**config.mk**
```make
export PLATFORM = sky130hd
export DESIGN_NAME = cbp_emitter
export DESIGN_NICKNAME = d
export VERILOG_FILES = /design/src/rtl/cbp_pkg.sv /design/src/rtl/cbp_emitter.sv
export SDC_FILE = /design/constraint.sdc
export NUM_CORES = 1
export LEC_CHECK = 0
export BUFFER_PORTS_ARGS = -buffer_cell sky130_fd_sc_hd__buf_2
export CAP_MARGIN = 10
export CORE_AREA = 3 3 67 69
export DETAILED_ROUTE_END_ITERATION = 6
export DIE_AREA = 0 0 70 72
export PLACE_DENSITY = 0.77
export SKIP_CTS_REPAIR_TIMING = 1
export SLEW_MARGIN = 20
export SYNTH_ARGS = -nofsm -noshare
export SYNTH_HDL_FRONTEND = slang
export SYNTH_SLANG_ARGS = --single-unit
```
**constraint.sdc**
```tcl
create_clock -name clk -period 1.7 [get_ports clk]
set_clock_uncertainty 0.15 [all_clocks]
set_input_delay 0.17 -clock clk [delete_from_list [all_inputs] [get_ports clk]]
set_output_delay 0.17 -clock clk [all_outputs]
set_load 0.02 [all_outputs]
```
**src/rtl/cbp_pkg.sv**
```systemverilog
package cbp_pkg;

  localparam int CODE_W       = 32;
  localparam int LEN_W        = 6;
  localparam int SYM_W        = 8;
  localparam int BYTE_W       = 8;
  localparam int PEND_W       = BYTE_W - 1;
  localparam int CNT_W        = 3;
  localparam int MAX_CODE_LEN = 32;
  localparam int CODE_LIMIT_I = (MAX_CODE_LEN < CODE_W) ? MAX_CODE_LEN : CODE_W;
  localparam int ACC_W        = PEND_W + CODE_LIMIT_I;
  localparam int NBYTES       = 4;
  localparam int IDX_W        = 2;
  localparam int TOTAL_W      = LEN_W;
  localparam int DEPTH        = 1 << SYM_W;

  localparam logic [LEN_W-1:0]   CODE_LIMIT = LEN_W'(CODE_LIMIT_I);
  localparam logic [TOTAL_W-1:0] ACC_WIDTH  = TOTAL_W'(ACC_W);

  localparam logic [1:0] OP_LOAD   = 2'd0;
  localparam logic [1:0] OP_ENCODE = 2'd1;
  localparam logic [1:0] OP_END    = 2'd2;

  typedef struct packed {
    logic [CNT_W-1:0]                  cnt;
    logic [NBYTES-1:0][BYTE_W-1:0]     bytes;
    logic                              byte_valid;
    logic [CNT_W-1:0]                  pad_bits;
    logic                              stream_end;
  } group_t;

endpackage

```
**src/rtl/cbp_emitter.sv**
```systemverilog
module cbp_emitter (
  input  logic                       clk,
  input  logic                       rst,
  input  logic                       push,
  input  cbp_pkg::group_t            grp_in,
  output logic                       ready,
  output logic                       out_valid,
  input  logic                       out_stall,
  output logic [cbp_pkg::BYTE_W-1:0] out_byte,
  output logic                       byte_valid,
  output logic [cbp_pkg::CNT_W-1:0]  pad_bits,
  output logic                       stream_end,
  output logic                       last
);
  import cbp_pkg::*;

  group_t           grp;
  logic             busy;
  logic [IDX_W-1:0] idx;
  logic             take;

  assign out_valid  = busy;
  assign take       = busy && !out_stall;
  assign last       = idx == IDX_W'(grp.cnt - CNT_W'(1));
  assign ready      = !busy || (take && last);
  assign out_byte   = grp.bytes[idx];
  assign byte_valid = grp.byte_valid;
  assign pad_bits   = grp.pad_bits;
  assign stream_end = grp.stream_end;

  always_ff @(posedge clk) begin
    if (push) begin
      grp <= grp_in;
    end
  end

  always_ff @(posedge clk) begin
    if (rst) begin
      busy <= 1'b0;
      idx  <= '0;
    end else if (push) begin
      busy <= 1'b1;
      idx  <= '0;
    end else if (take) begin
      if (last) begin
        busy <= 1'b0;
      end else begin
        idx <= idx + IDX_W'(1);
      end
    end
  end

endmodule

```
* Word level (Yosys, flattened, before mapping) *
Cells that the tools add are included.

operators by class
  add/subtract/negate cells = 2
  $lt $le $gt $ge = 1
  equality and inequality tests = 1
  multiplexer cells = 5
  bitwise gates (word level) = 1
  reductions and logical operators = 10

operator list
  operator                                                    number
  binary-select mux 8 bit (select 2 bit)                      1
  two-way mux 8 bit                                           1
  AND reduction 2 bit                                         2
  nonzero test 2 bit                                          2
  less-than comparator 2 x 3 -> 1 bit, second input constant  1
  two-way mux 1 bit                                           3
  adder 2 x 1 -> 2 bit, second input constant                 1
  equality test 2 bit                                         1
  logical AND 1 bit                                           2
  zero test 1 bit                                             2
  OR reduction 2 bit                                          1
  subtractor 2 x 1 -> 2 bit, second input constant            1
  logical OR 1 bit                                            1
  inverter 1 bit                                              1

storage, ports and cells
  register bits after elaboration = 42
  input port bits = 44
  output and inout port bits = 16
  word-level logic and storage cells = 30

* Logic depth before layout (Yosys ltp) *
  word-level depth = 5
  mapped depth = 4
  depth with buffers taken out = 4

* Worst setup path before layout *
No wires, ideal clock.

  path kind = reg-to-reg
  start point = register grp[38] in the netlist's numbering
  end point = register busy (netlist: out_valid)
  library setup time = 128 ps
  arrival time = 1261 ps
  data required time = 1422 ps
  slack = 161 ps
  stages on the path, launching flop included = 5
  buffers on the path = 0
  period minus slack after synthesis = 1539 ps
  cell sequence = edfxtp_1 > xnor2_1 > mux2_4 > o21ai_2 > a21oi_1

between the ends
  longest elaborated chain between the ends = 4

ends and longest elaborated chain
  element                        RTL line           RTL
  start, declared                cbp_emitter.sv:17  group_t grp;
  start signal, assigned         cbp_emitter.sv:33  grp <= grp_in;
  subtractor 2 x 1 -> 2 bit      cbp_emitter.sv:24  assign last = idx == IDX_W'(grp.cnt - CNT_W'(1));
  equality test 2 bit            cbp_emitter.sv:24
  nonzero test 2 bit (no line)   --
  AND reduction 2 bit (no line)  --
  end signal, assigned           cbp_emitter.sv:39  busy <= 1'b0;
  end signal, assigned           cbp_emitter.sv:42  busy <= 1'b1;
  end signal, assigned           cbp_emitter.sv:46  busy <= 1'b0;
  end, declared                  cbp_emitter.sv:18  logic busy;

No other way between the ends.
A chain may end at the register's enable or synchronous reset.

* Final worst setup path *
  start point = register grp[38] in the netlist's numbering
  end point = output ready

between the ends
  longest elaborated chain between the ends = 4

ends and longest elaborated chain
  element                    RTL line           RTL
  subtractor 2 x 1 -> 2 bit  cbp_emitter.sv:24
  equality test 2 bit        cbp_emitter.sv:24
  logical AND 1 bit          cbp_emitter.sv:25  assign ready = !busy || (take && last);
  logical OR 1 bit           cbp_emitter.sv:25
  end, declared              cbp_emitter.sv:6   output logic ready,

No other way between the ends.

==> impl_summary.txt <==
----------------------------------------------------
[Yosys]
  Cell type with the largest total area after synthesis ... sky130_fd_sc_hd__edfxtp_1
  Warning count from the yosys run ... 0
  Mapped Nets ... 118
  Synthesized instance count ... between 70 and 80
  Cells taking the most area after synthesis ... sky130_fd_sc_hd__edfxtp_1 75%, sky130_fd_sc_hd__mux4_2 12%, sky130_fd_sc_hd__dfxtp_1 3.8%, sky130_fd_sc_hd__buf_4 1.9%, sky130_fd_sc_hd__a21oi_1 0.96%
  Area share of the largest cell type after synthesis ... 0.7482
  Share of synthesized flip-flops with an asynchronous set or reset ... 0
  Most numerous cell types in the synthesized netlist ... 39 x sky130_fd_sc_hd__edfxtp_1, 8 x sky130_fd_sc_hd__mux4_2, 4 x sky130_fd_sc_hd__buf_4
  Synth Flop Type ... sky130_fd_sc_hd__edfxtp_1
  Post-synthesis cell type count ... 18
  Area of the mapped netlist ... 1565 um2
  Sequential fraction of the synthesis area ... 0.7866
  Count of flip-flops with a built-in enable after synthesis ... 39
  Average cell area after synthesis ... 21.15 um2
  Number of synthesized register bits ... 42
  Library cell with the highest instance count after synthesis ... sky130_fd_sc_hd__edfxtp_1

[Worst hold path]
  End point of the most critical hold path ... out_valid$_SDFFE_PP0P_
  Worst hold path depth ... 3
  Worst hold path startpoint ... push
  Hold crit path type ... in2reg

[Detailed routing]
  Total Routed Length ... 3524 um
  Pre-antenna DRT Iters ... 4
  Routed wirelength normalized by instance count ... about 15 um
  Ratio of routed vias to standard cells ... 4.549
  Antenna Nets Post-Route ... 0
  DRC violation count after routing ... 0
  Via count ... between 1,000 and 1,500
  Number of DRC markers after the initial detailed-route iteration ... 30

[Timing]
  Max-slew headroom at the worst pin ... 0.7388
  Worst Hold Margin ... roughly 0.17 ns
  Final-report setup violation count ... 10
  Worst-Margin Slew ... between 0.3 and 0.4 ns
  Final hold violations ... 0
  Final WS setup ... -0.1343 ns
  Unrepaired setup endpoints after global routing ... true
  Final Cycle Share ... 1.079
  Max Slew Vio Count ... 0
  Final sum of negative setup slack ... -0.6502 ns
  Maximum frequency from static timing analysis ... roughly 550 MHz
  Min Tclk post-route ... 1.834 ns

[GRT]
  Number of antenna violations at the first check in global routing ... 0
  First-pass GRT wire length ... roughly 4200 um
  Overflow after GRT ... 0
  Largest net degree at the start of global routing ... 28
  Number of global-route vias before repair ... about 970
  Gr usage total ... 0.1104

[Outcome]
  Violations in the final reports ... setup timing
  Run status ... finished, violations left

[Floorplanning]
  Width of the die ... approximately 70 um
  Initial cell density of the core ... 0.3941
  Placeable core region ... approximately 4000 um2
  Placement Rows ... 23
  Area enclosed by the die boundary ... a little over 5000 um2
  Die boundary height ... around 70 um
  Top-level port count ... 60

[Placed design]
  RD Place Congestion ... ~0.7
  Half-perimeter wire length after placement ... slightly above 2000 um
  Number of port buffers ... 58

[Worst setup path]
  CP startpoint kind ... flop
  Path depth of the worst reg2reg path ... 5
  Worst setup path category ... reg2out
  Data arrival time of the worst path ... 1.51 ns
  R2r endpoint ... idx[0]$_SDFFE_PP0P_
  Largest fanout on the critical path ... 3
  Required time of the critical path ... approximately 1.4 ns
  Startpoint of the most critical register-to-register path ... grp[38]$_DFFE_PP_
  Critical Path Sink Type ... output port
  Reg2Reg Setup Slack ... about 0.16 ns

[Pwr]
  Overall Power ... ~2.3 mW
  Power per Cell Area ... 902.1 nW/um2
  Worst IR Drop VDD ... approximately 0.66 mV
  Leakage power ... a little over 1 nW

[Finish]
  Synthesis-to-finish area growth ... 64.91%
  Number of diodes ... 0
  Fraction of layout cells with a size suffix above 1 ... 0.4645
  Fill cell count ... ~260
  Net count of the finished layout ... between 200 and 250

[CTS]
  Number of clock buffers inserted by TritonCTS ... 5
  H-tree depth reported by CTS ... 2
  Cell at the root of the clock tree ... sky130_fd_sc_hd__clkbuf_8
  Latest clock arrival within the worst-skew pair ... 0.27 ns
  Post-CTS clock slew at the launch and capture registers of the worst setup and hold paths ... 0.07 ns
  TritonCTS clock tree ... built
  Sink count of the clock tree ... 42
  Clock tree buffer depth ... 2

[Run]
  MaxCap Viol Count ... 0

----------------------------------------------------
==> worst max-delay path by stage <==
stage | start | to | slack (ns) | depth (start not counted)
after global routing | grp[38]$_DFFE_PP_ | ready | -0.20 | 4
after detailed placement | grp[38]$_DFFE_PP_ | ready | 0.11 | 4
after global placement | grp[38]$_DFFE_PP_ | ready | 0.16 | 4
final | grp[38]$_DFFE_PP_ | ready | -0.13 | 4
after CTS | grp[38]$_DFFE_PP_ | ready | -0.21 | 4
after floorplan | grp[38]$_DFFE_PP_ | out_valid$_SDFFE_PP0P_ | 0.16 | 4
==> cells by family after synthesis <==
kind of cell / count (synthesis) / share of synthesized area
mux: 9 / 0.1247
compound gates: 7 / 0.03117
xor+xnor: 1 / 0.005597
simple gates: 7 / 0.02238
buf+inv: 8 / 0.02957
flops: 42 / 0.7866
==> state kept, by name, indices dropped and copies added (netlist names) <==
signal and flops:
byte_valid 1, grp 34, idx 2, out_valid 1, pad_bits 3, stream_end 1
==> metal layers <==
| metal | GRT usage | up-vias | share of wire |
|---|---|---|---|
| li1 | - | 504 | - |
| met1 | 0.1259 | 502 | 0.39 |
| met2 | 0.1899 | 50 | 0.52 |
| met3 | 0.04848 | 4 | 0.081 |
| met4 | 0.03191 | 0 | 0.0060 |
| met5 | 0 | - | 0 |
==> power breakdown <==
part	internal (mW)	leakage (nW)	switching, mW	total [mW]
registers	1.21	0.407	0.0257	1.24
clock network	0.438	0.0514	0.326	0.765
logic	0.194	0.569	0.131	0.325
total	1.85	1.03	0.483	2.33
==> through the flow <==
stage,std cells,worst slack (ns),cell area (um2),util
after floorplan,74,0.1613,1565,-
after global placement,182,0.1562,1946,0.4899
after detailed placement,182,0.1066,1946,0.4899
after CTS,190,-0.2132,2056,0.5176
after global routing,233,-0.2014,2581,0.6500
final,233,-0.1343,2581,0.6500
==> cell usage in the layout, fill, tap and decap left out <==
cell / n
sky130_fd_sc_hd__clkbuf_1: 1
sky130_fd_sc_hd__nor3_1: 1
sky130_fd_sc_hd__clkbuf_16: 1
sky130_fd_sc_hd__nand2b_1: 2
sky130_fd_sc_hd__clkinvlp_4: 1
sky130_fd_sc_hd__a21oi_1: 3
sky130_fd_sc_hd__buf_12: 2
sky130_fd_sc_hd__buf_6: 11
sky130_fd_sc_hd__inv_1: 3
sky130_fd_sc_hd__nand2_1: 2
sky130_fd_sc_hd__dfxtp_4: 1
sky130_fd_sc_hd__mux4_2: 8
sky130_fd_sc_hd__bufinv_16: 1
sky130_fd_sc_hd__a31o_1: 1
sky130_fd_sc_hd__mux2_4: 1
sky130_fd_sc_hd__clkbuf_8: 5
sky130_fd_sc_hd__dlygate4sd3_1: 40
sky130_fd_sc_hd__dfxtp_1: 2
sky130_fd_sc_hd__o221a_1: 1
sky130_fd_sc_hd__xnor2_2: 1
sky130_fd_sc_hd__nor2_1: 1
sky130_fd_sc_hd__buf_4: 4
sky130_fd_sc_hd__o21ai_0: 1
sky130_fd_sc_hd__buf_2: 48
sky130_fd_sc_hd__nor2b_1: 1
sky130_fd_sc_hd__edfxtp_1: 39
sky130_fd_sc_hd__o21ai_4: 1
==> area by class of cell <==
| cell class | count | area, um2 | share of cell area |
|---|---|---|---|
| clock buffers | 6 | 72.57 | 0.02811 |
| repair buffers | 106 | 859.6 | 0.3330 |
| clock inverters | 2 | 37.54 | 0.01454 |
| well taps | 50 | 62.56 | 0.02424 |
| flip-flops and latches | 42 | 1235 | 0.4784 |
| inverters | 3 | 11.26 | 0.004363 |
| multi-input cells | 24 | 302.8 | 0.1173 |
==> critical path, stage by stage (launching register included) <==
cell and delay (ns):
sky130_fd_sc_hd__edfxtp_1 0.45, sky130_fd_sc_hd__xnor2_2 0.18, sky130_fd_sc_hd__mux2_4 0.34, sky130_fd_sc_hd__o21ai_4 0.14, sky130_fd_sc_hd__buf_6 0.13
Power figures use the tool's default switching activity.
