$ cat src/rtl/cbp_pkg.sv
package cbp_pkg;

  localparam int CODE_W       = 32;
  localparam int LEN_W        = 6;
  localparam int SYM_W        = 8;
  localparam int BYTE_W       = 8;
  localparam int PEND_W       = BYTE_W - 1;
  localparam int CNT_W        = 3;
  localparam int MAX_CODE_LEN = 32;
  localparam int CODE_LIMIT_I = (MAX_CODE_LEN < CODE_W) ? MAX_CODE_LEN : CODE_W;
  localparam int ACC_W        = PEND_W + CODE_LIMIT_I;
  localparam int NBYTES       = 4;
  localparam int IDX_W        = 2;
  localparam int TOTAL_W      = LEN_W;
  localparam int DEPTH        = 1 << SYM_W;

  localparam logic [LEN_W-1:0]   CODE_LIMIT = LEN_W'(CODE_LIMIT_I);
  localparam logic [TOTAL_W-1:0] ACC_WIDTH  = TOTAL_W'(ACC_W);

  localparam logic [1:0] OP_LOAD   = 2'd0;
  localparam logic [1:0] OP_ENCODE = 2'd1;
  localparam logic [1:0] OP_END    = 2'd2;

  typedef struct packed {
    logic [CNT_W-1:0]                  cnt;
    logic [NBYTES-1:0][BYTE_W-1:0]     bytes;
    logic                              byte_valid;
    logic [CNT_W-1:0]                  pad_bits;
    logic                              stream_end;
  } group_t;

endpackage

$ cat src/rtl/cbp_packer.sv
module cbp_packer (
  input  logic                       clk,
  input  logic                       rst,
  input  logic                       s1_valid,
  input  logic                       s1_end,
  input  logic [cbp_pkg::CODE_W-1:0] code,
  input  logic [cbp_pkg::LEN_W-1:0]  len,
  input  logic                       em_ready,
  output logic                       adv,
  output logic                       push,
  output cbp_pkg::group_t            grp
);
  import cbp_pkg::*;

  logic [PEND_W-1:0]  pending_bits;
  logic [CNT_W-1:0]   pending_count;
  logic [PEND_W-1:0]  pending_bits_next;
  logic [CNT_W-1:0]   pending_count_next;
  logic [CODE_W:0]    code_mask;
  logic [ACC_W-1:0]   acc;
  logic [ACC_W-1:0]   aligned;
  logic [TOTAL_W-1:0] total;
  logic [CNT_W-1:0]   pad;

  always_comb begin
    code_mask = ~({(CODE_W+1){1'b1}} << len);
    acc       = (ACC_W'(pending_bits) << len) | ACC_W'(code & code_mask[CODE_W-1:0]);
    total     = TOTAL_W'(pending_count) + len;
    aligned   = acc << (ACC_WIDTH - total);
    pad       = CNT_W'(4'd8 - {1'b0, pending_count});

    grp = '0;
    pending_bits_next  = pending_bits;
    pending_count_next = pending_count;
    if (s1_end) begin
      grp.cnt        = CNT_W'(1);
      grp.stream_end = 1'b1;
      if (pending_count != '0) begin
        grp.byte_valid = 1'b1;
        grp.pad_bits   = pad;
        grp.bytes[0]   = BYTE_W'({1'b0, pending_bits} << pad);
      end
      pending_bits_next  = '0;
      pending_count_next = '0;
    end else begin
      grp.cnt        = total[TOTAL_W-1:CNT_W];
      grp.byte_valid = 1'b1;
      for (int k = 0; k < NBYTES; k++) begin
        grp.bytes[k] = aligned[ACC_W-1-BYTE_W*k -: BYTE_W];
      end
      pending_count_next = total[CNT_W-1:0];
      pending_bits_next  = acc[PEND_W-1:0] & ~({PEND_W{1'b1}} << total[CNT_W-1:0]);
    end

    adv  = s1_valid && ((grp.cnt == '0) || em_ready);
    push = adv && (grp.cnt != '0);
  end

  always_ff @(posedge clk) begin
    if (rst) begin
      pending_bits  <= '0;
      pending_count <= '0;
    end else if (adv) begin
      pending_bits  <= pending_bits_next;
      pending_count <= pending_count_next;
    end
  end

endmodule

$ cat config.mk
export PLATFORM = sky130hd
export DESIGN_NAME = cbp_packer
export DESIGN_NICKNAME = d
export VERILOG_FILES = /design/src/rtl/cbp_pkg.sv /design/src/rtl/cbp_packer.sv
export SDC_FILE = /design/constraint.sdc
export NUM_CORES = 1
export LEC_CHECK = 0
export BUFFER_PORTS_ARGS = -buffer_cell sky130_fd_sc_hd__buf_4
export CAP_MARGIN = 20
export CELL_PAD_IN_SITES_DETAIL_PLACEMENT = 1
export CELL_PAD_IN_SITES_GLOBAL_PLACEMENT = 1
export CORE_UTILIZATION = 38
export CTS_CLUSTER_DIAMETER = 60
export DETAILED_ROUTE_END_ITERATION = 12
export PLACE_DENSITY = 0.78
export SYNTH_ARGS = -nofsm -noshare
export SYNTH_HDL_FRONTEND = slang
export SYNTH_SLANG_ARGS = --single-unit
$ cat constraint.sdc
create_clock -name clk -period 3.7 [get_ports clk]
set_clock_uncertainty 0.2 [all_clocks]
set_input_delay 0.37 -clock clk [delete_from_list [all_inputs] [get_ports clk]]
set_output_delay 0.37 -clock clk [all_outputs]
set_load 0.01 [all_outputs]
# [After elaboration in Yosys (flattened, before gate mapping)]
# Index checks and enable logic that the tools add are counted.
[word_totals] reg_bits=10 out_inout_bits=42 elab_cells=28
[classes] addsub=3 shift=5 mux=7 bitwise_logic=5 n_reduce_logical=6
[ops] operator="39-bit by 32-bit OR with 39-bit output" count=1
[ops] operator="39-bit by 6-bit << shifter with 39-bit output" count=1
[ops] operator="7-bit by 6-bit << shifter with 39-bit output" count=1
[ops] operator="33-bit by 6-bit << shifter with 32-bit output, first input constant" count=1
[ops] operator="32-bit AND" count=1
[ops] operator="32-bit inverter" count=1
[ops] operator="24-bit two-way mux" count=1
[ops] operator="12-bit two-way mux" count=1
[ops] operator="9-bit two-way mux" count=1
[ops] operator="7-bit by 3-bit << shifter with 8-bit output" count=1
[ops] operator="7-bit AND" count=1
[ops] operator="7-bit two-way mux" count=1
[ops] operator="7-bit inverter" count=1
[ops] operator="7-bit by 3-bit << shifter with 7-bit output, first input constant" count=1
[ops] operator="3-bit by 6-bit adder with 6-bit output" count=1
[ops] operator="3-bit two-way mux" count=2
[ops] operator="3-bit nonzero test" count=2
[ops] operator="6-bit subtractor, first input constant" count=1
[ops] operator="4-bit two-way mux" count=1
[ops] operator="3-bit zero test" count=1
[ops] operator="1-bit by 3-bit subtractor with 3-bit output, first input constant" count=1
[ops] operator="1-bit logical AND" count=2
[ops] operator="1-bit logical OR" count=1

# [Longest topological paths before layout]
# Gate-level depths: netlist of the first run.
[depth] depth_word=6 mapped_depth=13 ltp_nobuf=11

# [Worst setup path after synthesis of the first run]
# No wires, ideal clock.
[synth_timing] kind="input -> output" startpoint="in len[1] (netlist name)" endpoint="out grp[6] (netlist name)" arrival_ps=3560 slack_ps=-430 stages=13 n_path_buf=2 cell_sequence="ha_1 > a21o_1 > a21oi_1 > xnor2_1 > inv_1 > clkbuf_1 > clkbuf_1 > ha_1 > xnor3_1 > nor2b_1 > o21ai_1 > a31o_1 > o31ai_1"
[synth_rtl] item="from (decl)" line_no="cbp_packer.sv:7" text="input logic [cbp_pkg::LEN_W-1:0] len,"
[synth_rtl] item="to (decl)" line_no="cbp_packer.sv:11" text="output cbp_pkg::group_t grp"

==> results.md, run 1 <==
* Status: finished with violations
* Failing checks: setup timing
* Slew Viols, Final at 0
* Startpoint Class: input port
* Die H at 115 um
* Async SR Flop Fraction at 0%
* Io pins at 85
* Core Box Area at between 10,000 and 15,000 um2
* Data arrival, critical path at 3350 ps
* Synth Register Bits at 10
* Starting Density at 39.7%
* Hold Worst Slack at 181 ps
* Min-Delay Startpoint: rst
* Final Net Count at 974
* Antenna-violating nets left at 0
* Hold Path End: pending_bits[5]
* Via count at 7,937
* Largest net degree at the start of global routing at 25
* DRC viols at 0
* Unrepaired setup endpoints after global routing: yes
* Placed Cells incl. Taps at between 1,000 and 1,500
* Vias/cell at 7.27
* R2R depth at 12
* Max IR drop VDD at 0.000326 V
* Max Cap Viol at 0
* Tcrit/Tclk final at 106%
* Commonest non-fill, non-tap cell in the layout: buf_4
* # setup viols final at 29
* GP Congestion at 1.05
* Congestion Overflow GR at 0
* Clock Latency Late Sink at ~250 ps
* Worst-path clk slew at roughly 40 ps
* WP data required at 3130 ps
* Full die area at 13,200 um2
* # port buffers at 84
* Post-DR wirelength/cell at 31.2 um
* Placed wire-length estimate at 22,100 um
* Post-synth EDFFs at 0
* First-pass detailed-route iteration total at 6
* P&R area growth vs syn at 67.3%
* Smallest setup slack after layout at -225 ps
* Root buffer cell: clkbuf_16
* Mapped Cells at between 600 and 700
* Synth warn at 0
* Post-synth cell types at 94
* Fillers at 1,430
* CTS Sinks at 10
* Cell Pwr Density at 247 nW/um2
* Avg Cell Area, Syn at 7.21 um2
* Commonest non-fill, non-tap cells in the layout: buf_4 (290), nand2_1 (78), nor2_1 (49)
* Htree depth at 1
* Post-synth top flop: dfxtp_1
* Maximum clock frequency at 0.255 GHz
* Final hold violation count at 0
* Iteration-0 DRC Markers at 1,170
* Worst hold path class: input port to flop
* Worst rel slew slack at 61.2%
* Vias in the first global route at between 7,000 and 8,000
* Slew @ Worst Pin at approximately 580 ps
* Critical path class: input port to primary output
* Fin cells at 1,092
* Initial antenna violation count at 2
* Share of cells above drive strength 1 at 53.1%
* Die width at 115 um
* Total track usage at 43.5%
* Register area share after synthesis at 4.13%
* Syn_nets at a little over 700
* Total wire length at between 30,000 and 40,000 um
* Crit path time final at 3920 ps
* Pwr Total at 2.00 mW
* P_leak at 3.41 nW
* TritonCTS Buffers at 3
* R2R Path Start: pending_count[1]
* # rows at 40
* Setup crit end kind: primary output
* Worst slack at placement at -295 ps
* Synthesized area at 4840 um2
* CP Max Fanout at 18
* TritonCTS clock tree: done
* CTS max path bufs at 2
* Worst Hold Depth at 2
* Reg2Reg Setup Slack at 230 ps
* First-pass GRT wire length at 43,700 um
* Worst R2R End: pending_bits[0]
per-layer routing:
layer	global-route usage, %	routed length, um
met1	56.7	12900
met3	9.12	3760
met2	72.2	15300
met4	12.6	2090
met5	0	0
cell families after synthesis:
group	Yosys count	share of synthesized area [%]
muxes	90	23.1
DFF	10	4.13
xor gates and xnor gates	6	1.37
AOI/OAI and AO/OA	247	37.5
buffers and inverters	81	7.88
adders and majority gates	7	1.96
and+or+nand+nor	231	24.1
Yosys cell counts (all sizes together) (11+ instances only):
master   count  area [um2]
nand3       11        55.1
o21ai       34         170
nor2b       11        68.8
a221oi      11        96.3
clkbuf      34         128
inv         12        45.1
mux2        30         342
buf         34         205
o22ai       22         138
mux2i       46         460
nor2        55         206
a2bb2oi     13         114
nand2       80         300
mux4        14         315
and2        14        87.6
a21oi       42         214
through the flow:
step           util, %  cell area [um2]  TNS (ps)
4_1_cts           60.6             7400     -54.2
2_1_floorplan        -             4900         0
5_1_grt           66.3             8100     -4090
3_5_place_dp      56.9             6940     -4560
3_3_place_gp      56.9             6940     -1940
6_report          66.3             8100     -2580
worst max path at each step:
stage	start	end	slack [ps]	cells after the start
floorplan	len[1]	grp[21]	3	13
global placement	len[0]	grp[11]	-240	13
detailed placement	len[0]	grp[12]	-290	12
CTS	len[2]	grp[11]	-30	11
global route	pending_bits[3]	grp[15]	-300	9
finish	len[4]	grp[20]	-220	13
registers in the layout (all words and copies together) (netlist names):
| name | count |
|---|---|
| pending_count | 3 |
| pending_bits | 7 |
repair_timing:
action | 4_1_cts | 5_1_grt
buffers inserted | 14 | 25
hold buffers | 0 | 0
gates resized for setup | 58 | 97
setup endpoints to repair | 32 | 32
pin swaps | 14 | 28
cloned | 1 | 1
cell type report:
class                      count  area [um2]  share of cell area (%)
antenna                        1        2.50                  0.0309
clock buffer                   4        88.8                    1.10
inverter                      13        50.0                   0.618
multi-input combinational    581        4940                    61.0
sequential                    10         219                    2.70
tap                          168         210                    2.59
timing repair buffer         315        2580                    31.9
critical path: stages:
cell and delay, ps:
buf_4 210, buf_4 190, nor2_1 210, buf_4 210, nand3b_1 150, mux2_1 420
mux4_2 510, a222oi_1 290, buf_4 190, nor2_1 80, nor2_1 230, a211oi_2 110
buf_4 160
power by group:
| part | switching [mW] | total, mW | internal [mW] |
|---|---|---|---|
| clock network | 0.0599 | 0.223 | 0.163 |
| logic | 0.908 | 1.66 | 0.757 |
| registers | 0.00627 | 0.116 | 0.110 |
(Power assumes the default switching activity.)
==> inputs of run 2 (changes only) <==
Settings changed: ABC_CLOCK_PERIOD_IN_PS set to 3700, CORE_MARGIN set to 5, CORE_UTILIZATION 38 to 39, CTS_BUF_LIST set to sky130_fd_sc_hd__clkbuf_2, PLACE_DENSITY 0.78 to 0.8.
==> run 2 against run 1 <==
  * The run still ends with setup timing left
  * Wire length fell by 1.4%
  * Sequential power barely moved
  * Register-to-register slack improved by 70 ps
  * Total power down 9.4%
  * Core utilization fell by 0.16 points
  * Setup slack worse by 22 ps
  * Via count shrank 3.0%
  * Final area shrank 1.1%
  * Worst hold slack worse by 38 ps
  * Sequential share of layout area up 0.11 points
  * Flip-flop and latch count unchanged
  * First-iteration DRC count down 0.34%
  * Critical endpoint is now grp[25]
==> results.md, run 2 (synthesis gave the netlist of run 1 again) <==
* Vias in the first global route at 7,351 (+0.22%)
* Io pins at 85 (unchanged)
* Die width at 121 um (+5.7%)
* Pwr Total at 1.82 mW (-9.4%)
* Share of cells above drive strength 1 at 52.1% (-0.97 points)
* Critical path's largest stage delay at 490 ps (-20 ps)
* Startpoint Class: flop
* WP data required at 3130 ps (about the same)
* Worst path cell trace: ha_1 > a21o_1 > a21oi_2 > xnor2_2 > inv_2 > buf_4 > buf_6 > nand2_1 > o22ai_1 > or2_2 > o22ai_1 > buf_4
* Placed Area at 6990 um2 (+0.65%)
* Unrepaired setup endpoints after global routing: yes
* Total track usage at 38.5% (-5.0 points)
* Clock Latency Late Sink at 270 ps (+20 ps)
* Failing checks: setup timing
* Worst slack at placement at -390 ps (-95.6 ps)
* # diodes at 0 (-1)
* Iteration-0 DRC Markers at 1,166 (-0.34%)
* Top flop regs: pending_bits: 7 flops, pending_count: 3 flops
* Smallest setup slack after layout at -247 ps (-21.8 ps)
* TritonCTS Buffers at 3 (unchanged)
* Worst hold path class: input port to flop
* Root buffer cell: clkbuf_2
* # setup viols final at 26 (-10%)
* Final Net Count at 972 (-0.21%)
* First-pass detailed-route iteration total at 5 (-1)
* Final hold violation count at 0 (unchanged)
* Hold Worst Slack at 144 ps (-37.5 ps)
* Commonest non-fill, non-tap cells in the layout: buf_4 (281), nand2_1 (75), nor2_1 (50)
* Starting Density at 40.0% (+0.33 points)
* Slew Viols, Final at 0 (unchanged)
* Max reg flops at 7 (unchanged)
* Most flops, register: pending_bits
* Vias/cell at 7.07 (-2.7%)
* Buf/Inv on CP at 4 (-1)
* First-pass GRT wire length at 44,300 um (+1.3%)
* Core Box Area at 12,100 um2 (-0.82%)
* Slew @ Worst Pin at 658 ps (+82.4 ps)
* CP Max Fanout at 16 (-2)
* Antenna-violating nets left at 0 (unchanged)
* Slowest CP cell: dfxtp_1
* Largest net degree at the start of global routing at 30 (+20%)
* Critical path class: flop to primary output
* Tcrit/Tclk final at 107% (+0.59 points)
* Congestion Overflow GR at 0 (unchanged)
* Status: finished with violations
* Post-DR wirelength/cell at 30.8 um (-1.1%)
* P_leak at 3.38 nW (-1.1%)
* Cell Pwr Density at 227 nW/um2 (-8.5%)
* GP Congestion at 0.968 (-8.2%)
* CP top delay family: compound AO/OA/AOI/OAI gates
* # rows at 40 (unchanged)
* TritonCTS clock tree: done
* Design area at 8010 um2 (-1.1%)
* Htree depth at 1 (unchanged)
* CTS Sinks at 10 (unchanged)
* Max IR drop VDD at 0.000164 V (-50%)
* Data arrival, critical path at 3380 ps (+30 ps)
* CTS max path bufs at 2 (unchanged)
* Commonest non-fill, non-tap cell in the layout: buf_4
* P&R area growth vs syn at 65.5%
* Crit path time final at 3950 ps (+21.8 ps)
* Die H at 121 um (+5.7%)
* Max Cap Viol at 0 (unchanged)
* Placed wire-length estimate at 22,300 um (+0.69%)
* Total wire length at 33,600 um (-1.4%)
* Initial antenna violation count at 0 (-2)
* # port buffers at 84 (unchanged)
* Worst-path clk slew at 130 ps (+90 ps)
* CTS Hold Bufs at 0 (unchanged)
* Via count at 7,700 (-3.0%)
* Full die area at 14,700 um2 (+12%)
* DRC viols at 0 (unchanged)
* Setup crit end kind: primary output
* Worst rel slew slack at 55.6% (-5.5 points)
* Maximum clock frequency at 0.253 GHz (-0.55%)
## run 2: worst reg2reg max path, cell delays in order, from the launching register on
cell and delay [ps]:
dfxtp_1 490, ha_1 290, a21o_1 180, a21oi_2 250
xnor2_2 110, buf_4 190, nor2_2 290, and3_1 280
o21ai_1 130, buf_4 210, or4_1 530, a21oi_1 180
## run 2: where the power goes
part	leakage [nW]	total, mW	internal [mW]	switching, mW
Sequential	0.0867	0.114	0.107	0.00655
Combinational	3.28	1.63	0.753	0.881
Clock	0.0140	0.0675	0.0235	0.0440
## run 2: path summary, 6_finish.rpt
kind	from	endpoint	slack (ps)	cells after the start
max	pending_count[1]	grp[25]	-250	12
min	rst	pending_count[0]	140	2
max reg2reg	pending_count[1]	pending_bits[0]	300	11
min reg2reg	pending_count[2]	pending_count[2]	370	2
## run 2: timing repair
| item | in CTS | in global routing |
|---|---|---|
| gates resized for setup | 87 | 76 |
| setup buffers | 16 | 19 |
| pin swaps | 22 | 26 |
| cloned | 1 | 1 |
| endpoints found under the setup margin | 32 | 30 |
| hold endpoints to repair | 0 | 0 |
## run 2: per-stage QoR
step	instances	util (%)	TNS, ps
5_1_grt	1089	66.2	-4240
6_report	1089	66.2	-2580
4_1_cts	1071	62.0	0
2_1_floorplan	672	-	0
3_3_place_gp	1052	57.7	-5510
3_5_place_dp	1052	57.7	-7870
## run 2: area by class of cell
cell class	count	area [um2]
Clock inverter	1	3.75
Multi-Input combinational cell	582	4940
Inverter	13	48.8
Sequential cell	10	225
Timing Repair Buffer	312	2570
Tap cell	168	210
Fill cell	1454	4100
Clock buffer	3	15.0
## run 2: metal layers
| layer | wire length [um] | GRT usage, % |
|---|---|---|
| met5 | 0 | 0 |
| met4 | 1810 | 12.0 |
| met3 | 3620 | 7.37 |
| met2 | 15600 | 62.5 |
| met1 | 12500 | 51.5 |
